## src/rtl/dual_mode_pid_controller_macros.svh

```systemverilog
// assertion macros for the pid controller
`ifndef DUAL_MODE_PID_CONTROLLER_MACROS_SVH
`define DUAL_MODE_PID_CONTROLLER_MACROS_SVH

`ifndef ASSERT_OFF

// same-cycle implication, off during reset
`define DMPID_ASSERT_IMPLY(lbl, clk, rst_n, ante, cons, msg) \
    lbl: assert property (@(posedge clk) disable iff (!rst_n) (ante) |-> (cons)) \
        else $error(msg);

// next-cycle implication, off during reset
`define DMPID_ASSERT_NEXT(lbl, clk, rst_n, ante, cons, msg) \
    lbl: assert property (@(posedge clk) disable iff (!rst_n) (ante) |=> (cons)) \
        else $error(msg);

`else

`define DMPID_ASSERT_IMPLY(lbl, clk, rst_n, ante, cons, msg)

`define DMPID_ASSERT_NEXT(lbl, clk, rst_n, ante, cons, msg)

`endif

`endif

```

## src/rtl/dmpid_pkg.sv

```systemverilog
package dmpid_pkg;

    // datapath sizes
    localparam int DATA_W    = 16;
    localparam int ACC_W     = 32;
    localparam int GAIN_W    = 16;
    localparam int OUT_MAX_W = 16;
    localparam int DRIVE_W   = 32;
    localparam int FRAC_W    = 8;

    localparam int ERR_W  = DATA_W + 1;
    localparam int DIF1_W = DATA_W + 2;
    localparam int DIF2_W = DATA_W + 3;
    localparam int PROD_W = GAIN_W + DIF2_W;
    localparam int SUM_W  = ((ACC_W > PROD_W + 2) ? ACC_W : PROD_W + 2) + 1;
    localparam int HI_W   = OUT_MAX_W + FRAC_W;
    localparam int CMP_W  = ((ACC_W > HI_W) ? ACC_W : HI_W) + 1;
    localparam int SHR_W  = ACC_W - FRAC_W;
    localparam int DEXT_W = (SHR_W > DRIVE_W) ? SHR_W : DRIVE_W;

    // apb port
    localparam int PDATA_W   = 32;
    localparam int REG_IDX_W = 3;
    localparam int ADDR_W    = REG_IDX_W + 2;

    localparam logic [REG_IDX_W-1:0] REG_MODE     = 3'd0;
    localparam logic [REG_IDX_W-1:0] REG_GAIN_P   = 3'd1;
    localparam logic [REG_IDX_W-1:0] REG_GAIN_I   = 3'd2;
    localparam logic [REG_IDX_W-1:0] REG_GAIN_D   = 3'd3;
    localparam logic [REG_IDX_W-1:0] REG_OUT_MAX  = 3'd4;
    localparam logic [REG_IDX_W-1:0] REG_CLAMP_ON = 3'd5;

    typedef enum logic [1:0] {
        MODE_INC  = 2'd0,
        MODE_POS  = 2'd1,
        MODE_HOLD = 2'd2
    } mode_t;

    typedef struct packed {
        logic [1:0]                mode;
        logic signed [GAIN_W-1:0]  gain_p;
        logic signed [GAIN_W-1:0]  gain_i;
        logic signed [GAIN_W-1:0]  gain_d;
        logic [OUT_MAX_W-1:0]      out_max;
        logic                      clamp_on;
    } cfg_t;

    typedef struct packed {
        logic signed [ERR_W-1:0] err_prev;
        logic signed [ERR_W-1:0] err_prev2;
        logic signed [ACC_W-1:0] integ;
        logic signed [ACC_W-1:0] out_acc;
    } state_t;

endpackage

```

## src/rtl/dmpid_regs.sv

```systemverilog
module dmpid_regs
(
    input  logic                                clk,
    input  logic                                rst_n,
    input  logic                                psel,
    input  logic                                penable,
    input  logic                                pwrite,
    input  logic [dmpid_pkg::ADDR_W-1:0]        paddr,
    input  logic [dmpid_pkg::PDATA_W-1:0]       pwdata,
    output logic [dmpid_pkg::PDATA_W-1:0]       prdata,
    output logic                                pready,
    output dmpid_pkg::cfg_t                     cfg
);

    dmpid_pkg::cfg_t                       cfg_reg;
    dmpid_pkg::cfg_t                       cfg_next;
    logic                                  wr_en;
    logic [dmpid_pkg::REG_IDX_W-1:0]       idx;

    assign pready = 1'b1;
    assign wr_en  = psel && penable && pwrite && pready;
    assign idx    = paddr[dmpid_pkg::ADDR_W-1:2];
    assign cfg    = cfg_reg;

    always_comb
    begin
        cfg_next = cfg_reg;
        if (wr_en)
        begin
            unique case (idx)
                dmpid_pkg::REG_MODE:     cfg_next.mode     = pwdata[1:0];
                dmpid_pkg::REG_GAIN_P:   cfg_next.gain_p   = pwdata[dmpid_pkg::GAIN_W-1:0];
                dmpid_pkg::REG_GAIN_I:   cfg_next.gain_i   = pwdata[dmpid_pkg::GAIN_W-1:0];
                dmpid_pkg::REG_GAIN_D:   cfg_next.gain_d   = pwdata[dmpid_pkg::GAIN_W-1:0];
                dmpid_pkg::REG_OUT_MAX:  cfg_next.out_max  = pwdata[dmpid_pkg::OUT_MAX_W-1:0];
                dmpid_pkg::REG_CLAMP_ON: cfg_next.clamp_on = pwdata[0];
                default:                 cfg_next = cfg_reg;
            endcase
        end
    end

    always_ff @(posedge clk or negedge rst_n)
    begin
        if (!rst_n)
        begin
            cfg_reg.mode     <= dmpid_pkg::MODE_INC;
            cfg_reg.gain_p   <= '0;
            cfg_reg.gain_i   <= '0;
            cfg_reg.gain_d   <= '0;
            cfg_reg.out_max  <= '1;
            cfg_reg.clamp_on <= 1'b1;
        end
        else
        begin
            cfg_reg <= cfg_next;
        end
    end

    always_comb
    begin
        unique case (idx)
            dmpid_pkg::REG_MODE:     prdata = dmpid_pkg::PDATA_W'(cfg_reg.mode);
            dmpid_pkg::REG_GAIN_P:   prdata = dmpid_pkg::PDATA_W'($unsigned(cfg_reg.gain_p));
            dmpid_pkg::REG_GAIN_I:   prdata = dmpid_pkg::PDATA_W'($unsigned(cfg_reg.gain_i));
            dmpid_pkg::REG_GAIN_D:   prdata = dmpid_pkg::PDATA_W'($unsigned(cfg_reg.gain_d));
            dmpid_pkg::REG_OUT_MAX:  prdata = dmpid_pkg::PDATA_W'(cfg_reg.out_max);
            dmpid_pkg::REG_CLAMP_ON: prdata = dmpid_pkg::PDATA_W'(cfg_reg.clamp_on);
            default:                 prdata = '0;
        endcase
    end

endmodule

```

## src/rtl/dmpid_datapath.sv

```systemverilog
module dmpid_datapath
(
    input  dmpid_pkg::cfg_t                           cfg,
    input  dmpid_pkg::state_t                         st,
    input  logic signed [dmpid_pkg::DATA_W-1:0]       setpoint,
    input  logic signed [dmpid_pkg::DATA_W-1:0]       measured,
    output dmpid_pkg::state_t                         st_next,
    output logic signed [dmpid_pkg::DRIVE_W-1:0]      drive_next
);

    localparam int ACC_W  = dmpid_pkg::ACC_W;
    localparam int SUM_W  = dmpid_pkg::SUM_W;
    localparam int CMP_W  = dmpid_pkg::CMP_W;
    localparam int DEXT_W = dmpid_pkg::DEXT_W;
    localparam int DRV_W  = dmpid_pkg::DRIVE_W;

    function automatic logic signed [ACC_W-1:0] sat_acc(input logic signed [SUM_W-1:0] v);
        logic [SUM_W-ACC_W:0] upper;
        logic signed [ACC_W-1:0] r;
        upper = v[SUM_W-1:ACC_W-1];
        if ((&upper) || !(|upper))
            r = v[ACC_W-1:0];
        else if (v[SUM_W-1])
            r = {1'b1, {(ACC_W-1){1'b0}}};
        else
            r = {1'b0, {(ACC_W-1){1'b1}}};
        return r;
    endfunction

    logic signed [dmpid_pkg::ERR_W-1:0]   e0;
    logic signed [dmpid_pkg::DIF1_W-1:0]  d1;
    logic signed [dmpid_pkg::DIF2_W-1:0]  d2;
    logic signed [dmpid_pkg::DIF2_W-1:0]  op_p;
    logic signed [dmpid_pkg::DIF2_W-1:0]  op_d;
    logic signed [dmpid_pkg::PROD_W-1:0]  prod_p;
    logic signed [dmpid_pkg::PROD_W-1:0]  prod_i;
    logic signed [dmpid_pkg::PROD_W-1:0]  prod_d;
    logic                                 pos_mode;
    logic signed [SUM_W-1:0]              sum_inc;
    logic signed [SUM_W-1:0]              sum_integ;
    logic signed [ACC_W-1:0]              integ_pos;
    logic signed [SUM_W-1:0]              sum_pos;
    logic signed [ACC_W-1:0]              acc_upd;
    logic signed [ACC_W-1:0]              integ_upd;
    logic [dmpid_pkg::HI_W-1:0]           hi;
    logic signed [CMP_W-1:0]              acc_cmp;
    logic signed [CMP_W-1:0]              hi_cmp;
    logic signed [ACC_W-1:0]              acc_clamped;
    logic signed [DEXT_W-1:0]             drv_ext;
    logic [DEXT_W-DRV_W:0]                drv_upper;

    assign e0 = dmpid_pkg::ERR_W'(setpoint) - dmpid_pkg::ERR_W'(measured);
    assign d1 = dmpid_pkg::DIF1_W'(e0) - dmpid_pkg::DIF1_W'(st.err_prev);
    assign d2 = dmpid_pkg::DIF2_W'(e0) - (dmpid_pkg::DIF2_W'(st.err_prev) <<< 1)
              + dmpid_pkg::DIF2_W'(st.err_prev2);

    // three multipliers shared by both forms through operand muxes
    assign pos_mode = (cfg.mode == dmpid_pkg::MODE_POS);
    assign op_p     = pos_mode ? dmpid_pkg::DIF2_W'(e0) : dmpid_pkg::DIF2_W'(d1);
    assign op_d     = pos_mode ? dmpid_pkg::DIF2_W'(d1) : d2;
    assign prod_p   = cfg.gain_p * op_p;
    assign prod_i   = cfg.gain_i * e0;
    assign prod_d   = cfg.gain_d * op_d;

    assign sum_inc   = SUM_W'(st.out_acc) + SUM_W'(prod_p) + SUM_W'(prod_i) + SUM_W'(prod_d);
    assign sum_integ = SUM_W'(st.integ) + SUM_W'(prod_i);
    assign integ_pos = sat_acc(sum_integ);
    assign sum_pos   = SUM_W'(prod_p) + SUM_W'(integ_pos) + SUM_W'(prod_d);

    always_comb
    begin
        unique case (cfg.mode)
            dmpid_pkg::MODE_INC:
            begin
                acc_upd   = sat_acc(sum_inc);
                integ_upd = st.integ;
            end
            dmpid_pkg::MODE_POS:
            begin
                acc_upd   = sat_acc(sum_pos);
                integ_upd = integ_pos;
            end
            default:
            begin
                // hold, also the unused code
                acc_upd   = st.out_acc;
                integ_upd = st.integ;
            end
        endcase
    end

    assign hi      = {cfg.out_max, {dmpid_pkg::FRAC_W{1'b0}}};
    assign acc_cmp = CMP_W'(acc_upd);
    assign hi_cmp  = $signed(CMP_W'(hi));

    // upper limit first, then floor at zero
    always_comb
    begin
        acc_clamped = acc_upd;
        if (cfg.clamp_on)
        begin
            if (acc_cmp >= hi_cmp)
                acc_clamped = ACC_W'(hi);
            if (acc_clamped[ACC_W-1] || (acc_clamped == '0))
                acc_clamped = '0;
        end
    end

    // integer part, floor toward minus infinity
    assign drv_ext   = DEXT_W'($signed(acc_clamped[ACC_W-1:dmpid_pkg::FRAC_W]));
    assign drv_upper = drv_ext[DEXT_W-1:DRV_W-1];

    always_comb
    begin
        if ((&drv_upper) || !(|drv_upper))
            drive_next = drv_ext[DRV_W-1:0];
        else if (drv_ext[DEXT_W-1])
            drive_next = {1'b1, {(DRV_W-1){1'b0}}};
        else
            drive_next = {1'b0, {(DRV_W-1){1'b1}}};
    end

    always_comb
    begin
        st_next.err_prev  = e0;
        st_next.err_prev2 = st.err_prev;
        st_next.integ     = integ_upd;
        st_next.out_acc   = acc_clamped;
    end

endmodule

```

## src/rtl/dual_mode_pid_controller.sv

```systemverilog
// channel   | handshake            | payload
// ----------+----------------------+--------------------------------------
// input     | in_valid / in_ready  | setpoint, measured (signed 16)
// output    | out_valid / out_ready| drive (signed 32)
// config    | apb, pready tied high| mode, gain_p/i/d, out_max, clamp_on
//
// one word per cycle sustained while out_ready is high; a word passes the input register, then the result register
// the rate is set by the state loop: error, three multiplies, accumulate, saturate
// and clamp all close combinationally from the state registers back to themselves
// rst_n clears handshake state, accumulators, error history and registers to defaults
// out_ready low holds the result; the input register then fills and in_ready drops
`include "dual_mode_pid_controller_macros.svh"

module dual_mode_pid_controller
(
    input  logic                                  clk,
    input  logic                                  rst_n,
    input  logic                                  psel,
    input  logic                                  penable,
    input  logic                                  pwrite,
    input  logic [dmpid_pkg::ADDR_W-1:0]          paddr,
    input  logic [dmpid_pkg::PDATA_W-1:0]         pwdata,
    output logic [dmpid_pkg::PDATA_W-1:0]         prdata,
    output logic                                  pready,
    input  logic                                  in_valid,
    output logic                                  in_ready,
    input  logic signed [dmpid_pkg::DATA_W-1:0]   setpoint,
    input  logic signed [dmpid_pkg::DATA_W-1:0]   measured,
    output logic                                  out_valid,
    input  logic                                  out_ready,
    output logic signed [dmpid_pkg::DRIVE_W-1:0]  drive
);

    dmpid_pkg::cfg_t                           cfg;
    dmpid_pkg::state_t                         st_reg;
    dmpid_pkg::state_t                         st_next;
    logic                                      in_valid_reg;
    logic                                      in_valid_next;
    logic signed [dmpid_pkg::DATA_W-1:0]       setpoint_reg;
    logic signed [dmpid_pkg::DATA_W-1:0]       measured_reg;
    logic                                      out_valid_reg;
    logic                                      out_valid_next;
    logic signed [dmpid_pkg::DRIVE_W-1:0]      drive_reg;
    logic signed [dmpid_pkg::DRIVE_W-1:0]      drive_next;
    logic                                      fire;

    dmpid_regs u_regs
    (
        .clk     (clk),
        .rst_n   (rst_n),
        .psel    (psel),
        .penable (penable),
        .pwrite  (pwrite),
        .paddr   (paddr),
        .pwdata  (pwdata),
        .prdata  (prdata),
        .pready  (pready),
        .cfg     (cfg)
    );

    dmpid_datapath u_datapath
    (
        .cfg        (cfg),
        .st         (st_reg),
        .setpoint   (setpoint_reg),
        .measured   (measured_reg),
        .st_next    (st_next),
        .drive_next (drive_next)
    );

    // word in the input register moves on when the result slot is free
    assign fire     = in_valid_reg && (!out_valid_reg || out_ready);
    assign in_ready = !in_valid_reg || fire;

    assign in_valid_next  = in_ready ? in_valid : in_valid_reg;
    assign out_valid_next = fire ? 1'b1 : (out_valid_reg && !out_ready);

    assign out_valid = out_valid_reg;
    assign drive     = drive_reg;

    always_ff @(posedge clk or negedge rst_n)
    begin
        if (!rst_n)
        begin
            in_valid_reg  <= 1'b0;
            out_valid_reg <= 1'b0;
            st_reg        <= '0;
        end
        else
        begin
            in_valid_reg  <= in_valid_next;
            out_valid_reg <= out_valid_next;
            if (fire)
                st_reg <= st_next;
        end
    end

    always_ff @(posedge clk)
    begin
        if (in_ready && in_valid)
        begin
            setpoint_reg <= setpoint;
            measured_reg <= measured;
        end
        if (fire)
            drive_reg <= drive_next;
    end

    `DMPID_ASSERT_IMPLY(a_stall_cause, clk, rst_n, !in_ready, in_valid_reg && out_valid_reg && !out_ready, "input stalled without a full pipeline")
    `DMPID_ASSERT_NEXT(a_fire_result, clk, rst_n, fire, out_valid_reg, "processed word gave no result")
    `DMPID_ASSERT_NEXT(a_clamp_floor, clk, rst_n, fire && cfg.clamp_on, !st_reg.out_acc[dmpid_pkg::ACC_W-1], "clamped output went negative")
    `DMPID_ASSERT_NEXT(a_err_shift, clk, rst_n, fire, st_reg.err_prev2 == $past(st_reg.err_prev), "error history did not shift")
    `DMPID_ASSERT_NEXT(a_integ_hold, clk, rst_n, fire && (cfg.mode != dmpid_pkg::MODE_POS), $stable(st_reg.integ), "integral moved outside positional mode")

endmodule
```

## config.mk

```make
export PLATFORM = sky130hd
export DESIGN_NAME = dual_mode_pid_controller
export DESIGN_NICKNAME = d
export VERILOG_FILES = /design/src/rtl/dmpid_pkg.sv /design/src/rtl/dmpid_regs.sv /design/src/rtl/dmpid_datapath.sv /design/src/rtl/dual_mode_pid_controller.sv
export VERILOG_INCLUDE_DIRS = /design/src /design/src/rtl
export SDC_FILE = /design/constraint.sdc
export NUM_CORES = 2
export LEC_CHECK = 0
export ABC_AREA = 1
export CAP_MARGIN = 5
export CORE_MARGIN = 1
export CORE_UTILIZATION = 65
export CTS_CLUSTER_SIZE = 30
export DETAILED_ROUTE_END_ITERATION = 6
export DONT_BUFFER_PORTS = 1
export GPL_TIMING_DRIVEN = 0
export HOLD_SLACK_MARGIN = 0.08
export PLACE_DENSITY = 0.83
export SLEW_MARGIN = 30
export SYNTH_ARGS = -nofsm -noshare
export SYNTH_HDL_FRONTEND = slang
export SYNTH_HIERARCHICAL = 1
export SYNTH_SLANG_ARGS = --single-unit
```

## constraint.sdc

```tcl
create_clock -name clk -period 30.7 [get_ports clk]
set_input_delay 1.535 -clock clk [delete_from_list [all_inputs] [get_ports clk]]
set_output_delay 1.535 -clock clk [all_outputs]
set_load 0.05 [all_outputs]
```

Yosys cells after proc, flatten, opt, wreduce, memory -nomap -nowiden

Index checks and enable logic that the tools add are counted.

ROM bits: 0
Bits in registers: 223
Memories: 0
RAM bits: 0
Latch bits: 0
Logic and storage cells: 83

Multipliers: 3
Reduce and logical (&&, ||, !) cells: 33
$add $sub $neg: 10
Bitwise logic cells: 0
Divide/modulo/power cells: 0
Order comparisons: 1
Muxes and demuxes: 15
Shifts and indexed selects: 0
Equality and inequality tests: 6

Operators by type and width:

| operator                                      | count |
|---|---|
| two-way mux 32 bit                            | 10 |
| one-hot mux 16 bit (6 select lines)           | 1 |
| multiplier 16 x 19 -> 35 bit                  | 2 |
| one-hot mux 32 bit (2 select lines)           | 1 |
| adder 38 x 35 -> 38 bit                       | 1 |
| two-way mux 19 bit                            | 2 |
| adder 36 x 33 -> 37 bit                       | 1 |
| adder 36 x 35 -> 37 bit                       | 1 |
| adder 32 x 35 -> 36 bit                       | 1 |
| adder 35 x 32 -> 36 bit                       | 1 |
| adder 32 x 33 -> 34 bit                       | 1 |
| multiplier 16 x 17 -> 33 bit                  | 1 |
| greater-or-equal comparator 32 x 25 -> 1 bit  | 1 |
| logical NOT 32 bit                            | 1 |
| AND reduction 7 bit                           | 3 |
| OR reduction 7 bit                            | 3 |
| adder 19 x 17 -> 19 bit                       | 1 |
| subtractor 17 x 18 -> 19 bit                  | 1 |
| subtractor 17 x 17 -> 18 bit                  | 1 |
| subtractor 16 x 16 -> 17 bit                  | 1 |
| AND reduction 2 bit                           | 7 |
| == test 3 x 2 -> 1 bit, second input constant | 2 |
| == test 3 bit, second input constant          | 2 |
| logical NOT 1 bit                             | 6 |
| other kinds (7)                               | 16 |

Logic depth before layout (Yosys ltp)

Depth in word-level cells: 21
Gate-level depth with buffers: 118

By module

Netlist, hierarchy kept.

Modules (own cells, without submodules):

| module                   | cells an instance | times used | sequential area each (um^2) | area each (um^2) |
|---|---|---|---|---|
| dmpid_datapath           | 6373              | 1          | 0.0                         | 47072.6 |
| dual_mode_pid_controller | 499               | 1          | 4424.2                      | 5841.9 |
| dmpid_regs               | 394               | 1          | 1697.9                      | 3402.0 |

Least setup slack after synthesis

Ideal clock, no wire load.

Kind: reg2reg
From: reg setpoint_reg[0] (netlist bit)
To: reg st_reg[10] (netlist bit)
Buffers on the path: 7
Setup slack: 15.168 ns
Arrival: 15.415 ns
Library setup time: 0.117 ns
Period minus slack after synthesis: 15.532 ns
Stages on the path, launching flop included: 104
Cells stage by stage: edfxtp_1 > inv_1 > ha_1 > inv_1 > fa_1 > nand2_1 > inv_1 > o21ai_1 > nand2_1 > nand2_1 > nand2_1 > a21oi_1 > or2_1 > nand2_1 > a21oi_1 > or2_1 > nand2_1 > inv_1 > [... 68 more ...] > nor2_1 > a2111oi_0 > nand2_1 > nand2_1 > nand2_4 > nand2_8 > buf_8 > nand2_1 > o21ai_2 > nand2_2 > nor2_4 > nand3_4 > buf_6 > nand3_2 > nand2_1 > buf_4 > nand3_1 > nand2_1

RTL lines:

| item                   | line                            | text |
|---|---|---|
| start, declared        | dual_mode_pid_controller.sv:39  | `logic signed [dmpid_pkg::DATA_W-1:0] setpoint_reg;` |
| start signal, assigned | dual_mode_pid_controller.sv:102 | `setpoint_reg <= setpoint;` |
| end signal, assigned   | dual_mode_pid_controller.sv:94  | `st_reg <= st_next;` |
| end, declared          | dual_mode_pid_controller.sv:35  | `dmpid_pkg::state_t st_reg;` |

==> impl_summary.log <==
[metrics] run status: finished, final reports clean
[metrics] number of enable flip-flop cells after synthesis: 64
[metrics] most frequent cells in the layout: sky130_fd_sc_hd__nand2_1 (1844), sky130_fd_sc_hd__inv_1 (1636), sky130_fd_sc_hd__fa_1 (995), sky130_fd_sc_hd__nor2_1 (529), sky130_fd_sc_hd__ha_1 (434)
[metrics] vertical die dimension: ~300 µm
[metrics] root buffer cell: sky130_fd_sc_hd__clkbuf_16
[metrics] worst-skew pair later-pin latency: 0.60 ns
[metrics] instance count along the most critical hold path: 2
[metrics] violation count after the first detailed-routing iteration: a little under 5000
[metrics] Final HPWL DP: between 150000 and 200000 µm
[metrics] Worst Skew: about 0.042 ns
[metrics] synthesis-to-layout area growth: 4.85%
[metrics] vias post-DR: approximately 49000
[metrics] setup total negative slack: 0 ns
[metrics] Die X-Extent: between 200 and 300 µm
[metrics] overall die area: 87800 µm²
[metrics] final WL: approximately 190000 µm
[metrics] number of global-route vias before repair: 49400
[metrics] Tcrit/Tclk final: ~69%
[metrics] cell depth of the worst flop-to-flop path: between 100 and 150
[metrics] total iterations of the first detailed-routing run: 6
[metrics] number of pins exceeding their max-slew limit in the final report: 0
[metrics] number of levels in the clock H-tree: 1
[metrics] post-CTS repair timing setup buffer count: 0
[metrics] critical path launch point type: flop
[metrics] Worst R2R End: st_reg[8]
[metrics] CP startpoint: setpoint_reg[2]
[metrics] min-delay src: st_reg[64]
[metrics] port bufs: 0
[metrics] CTS sink cnt: roughly 230
[metrics] post-cts sizing count: 0
[metrics] number of antenna violations at the first check in global routing: 3
[metrics] destination of the worst hold path: st_reg[64]
[metrics] maximum number of pins on one net before global-route repair: around 170
[metrics] worst hold path type: reg2reg
[metrics] cell taking the most area after synthesis: sky130_fd_sc_hd__fa_1
[metrics] nature of the critical path endpoint: flop
[metrics] largest fanout on the critical path: 12
[metrics] initial core utilization: ~66%
[metrics] count of state elements after synthesis: 231
[metrics] core region area: between 80000 and 90000 µm²
[metrics] Crit path required time: around 31 ns
[metrics] Avg WL per Cell: approximately 22 µm
[metrics] fraction of registers with async set or reset after synthesis: approximately 72%
[metrics] placement row count: approximately 110
[metrics] placer congestion estimate: between 1 and 1.5
[metrics] worst slew slack as a fraction of its limit: 24.4%
[metrics] area of the mapped netlist: about 56000 µm²
[metrics] syn_area_per_cell: between 7 and 8 µm²
[metrics] max FFs per register: 98
[metrics] Hold Violations, Final: 0
[metrics] Antenna Violating Nets Remaining: 0
[metrics] setup repair after global routing missed its margin: no
[metrics] global route total overflow: 0
[metrics] reg-to-reg critical path startpoint: setpoint_reg[2]
[metrics] final setup violation count: 0
[metrics] clock buffers created by TritonCTS: 28
[metrics] final cell area excluding filler cells: a little under 60000 µm²
[metrics] commonest register cell after synthesis: sky130_fd_sc_hd__dfrtp_1
[metrics] Post-Place Cell Area: about 58000 µm²
[metrics] clock-pin slew reported for the worst setup and hold paths after clock tree synthesis: 0.06 ns
[metrics] shortest clock period the worst path allows after layout: approximately 21 ns
[metrics] ratio of cells with drive above 1 in the final layout: 5.07%
[metrics] total DRC errors in the routed layout: 0
[metrics] TritonCTS clock tree: built
[metrics] maximum capacitance violations: 0
[metrics] class of the most critical setup path: reg2reg
[metrics] Hold Buf Count CTS: 0
[metrics] reg-to-reg slack, setup: 9.61 ns
[metrics] Peak Freq: about 47 MHz
[metrics] synthesized netlist cell count: slightly above 7000
[metrics] Area contributors post-synth: sky130_fd_sc_hd__fa_1 (35%), sky130_fd_sc_hd__nand2_1 (12%), sky130_fd_sc_hd__inv_1 (11%)
[metrics] Worst EP arrival: 21.55 ns
[metrics] IO Count: about 140
[metrics] hold_ws: about 0.50 ns
[metrics] global-route usage over all layers: between 40% and 50%
[metrics] crit-path max cell delay: 0.81 ns
[metrics] number of distinct library cells after synthesis: between 60 and 70
[metrics] proportion of netlist area held by the largest area contributor: a little over a third
[metrics] sequential-to-total area share from yosys stat: between 10% and 20%
[metrics] net count reported at finish: 8823
[metrics] warning count from the yosys run: 6
[metrics] standard cell with the maximum stage delay on the critical path: sky130_fd_sc_hd__clkbuf_1
[metrics] leading cell type in the layout, fill and taps excluded: sky130_fd_sc_hd__nand2_1
[metrics] crit-path most repeated cell: sky130_fd_sc_hd__nand2_1
[metrics] global-route wire length before repair: 285000 µm
[metrics] measured slew at the worst slew-check pin: about 1.1 ns
[metrics] average via count per standard cell: approximately 5.8
[metrics] maximum buffer depth of the clock tree: 3
final cells by class:
| type | count | area, µm² |
|---|---|---|
| multi-input combinational | 5095 | 42700 |
| fill | 7081 | 26500 |
| inverter | 1678 | 6300 |
| sequential | 231 | 6120 |
| buffer | 277 | 1480 |
| tap | 1144 | 1430 |
| clock buffer | 38 | 831 |
| clock inverter | 13 | 143 |
| timing repair buffer | 7 | 77.6 |
| antenna | 2 | 5.00 |
stage by stage:
stage                     setup slack (ns)  std cells  util (%)
final                                 9.61       8485      69.0
after global routing                  8.63       8483      69.0
after CTS                            10.12       8483      68.9
after detailed placement             10.20       8432      67.8
after global placement               10.06       8425      67.6
after floorplan                      15.17       7281         -
per-layer routing:
layer  vias to the layer above  share of wire [%]  track usage (%)
met5                         -             0.0059                0
met4                         2                7.3             25.0
met3                       642                 13             13.3
met2                      2796                 43             65.4
met1                     23700                 37             56.5
li1                      21700                  -                -
critical path, delay by kind of cell, from the launching register on:
family                   cells  cell delay [ns]
AO/OA/AOI/OAI               17             4.01
XOR/XNOR                     2             0.86
adder cells (fa/ha/maj)     13             5.80
buffers and inverters       14             3.25
flip-flops                   1             0.37
AND/OR/NAND/NOR             56             6.63
cell families after synthesis:
| group | after synthesis | share of synthesized area, % |
|---|---|---|
| adder cells (fa/ha/maj) | 1429 | 45.0 |
| XOR/XNOR | 238 | 3.70 |
| AND/OR/NAND/NOR | 2834 | 20.8 |
| flip-flops | 231 | 10.9 |
| buffers and inverters | 1955 | 13.8 |
| other | 2 | 0.0133 |
| AO/OA/AOI/OAI | 577 | 5.78 |
how the worst max path moves through the flow:
stage,end,cells after the start
after CTS,st_reg[8],101
after detailed placement,st_reg[8],101
after global placement,st_reg[8],101
after global routing,st_reg[8],102
after floorplan,st_reg[10],103
final,st_reg[8],102
Yosys cell counts (34+ instances only):
| library cell | n |
|---|---|
| sky130_fd_sc_hd__o21ai_1 | 63 |
| sky130_fd_sc_hd__fa_1 | 995 |
| sky130_fd_sc_hd__dfrtp_1 | 150 |
| sky130_fd_sc_hd__buf_4 | 78 |
| sky130_fd_sc_hd__xnor2_1 | 84 |
| sky130_fd_sc_hd__xor2_1 | 154 |
| sky130_fd_sc_hd__clkbuf_1 | 125 |
| sky130_fd_sc_hd__o21ai_0 | 106 |
| sky130_fd_sc_hd__nand3_2 | 34 |
| sky130_fd_sc_hd__nand2_1 | 1844 |
| sky130_fd_sc_hd__ha_1 | 434 |
| sky130_fd_sc_hd__nor2_1 | 530 |
| sky130_fd_sc_hd__edfxtp_1 | 64 |
| sky130_fd_sc_hd__nand3_1 | 258 |
| sky130_fd_sc_hd__inv_1 | 1638 |
| sky130_fd_sc_hd__nand4_1 | 48 |
| sky130_fd_sc_hd__a21oi_1 | 281 |
Power is left out: the tool's default activity adds up to more than one toggle a clock period on the data nets, which glitch-free logic cannot reach.
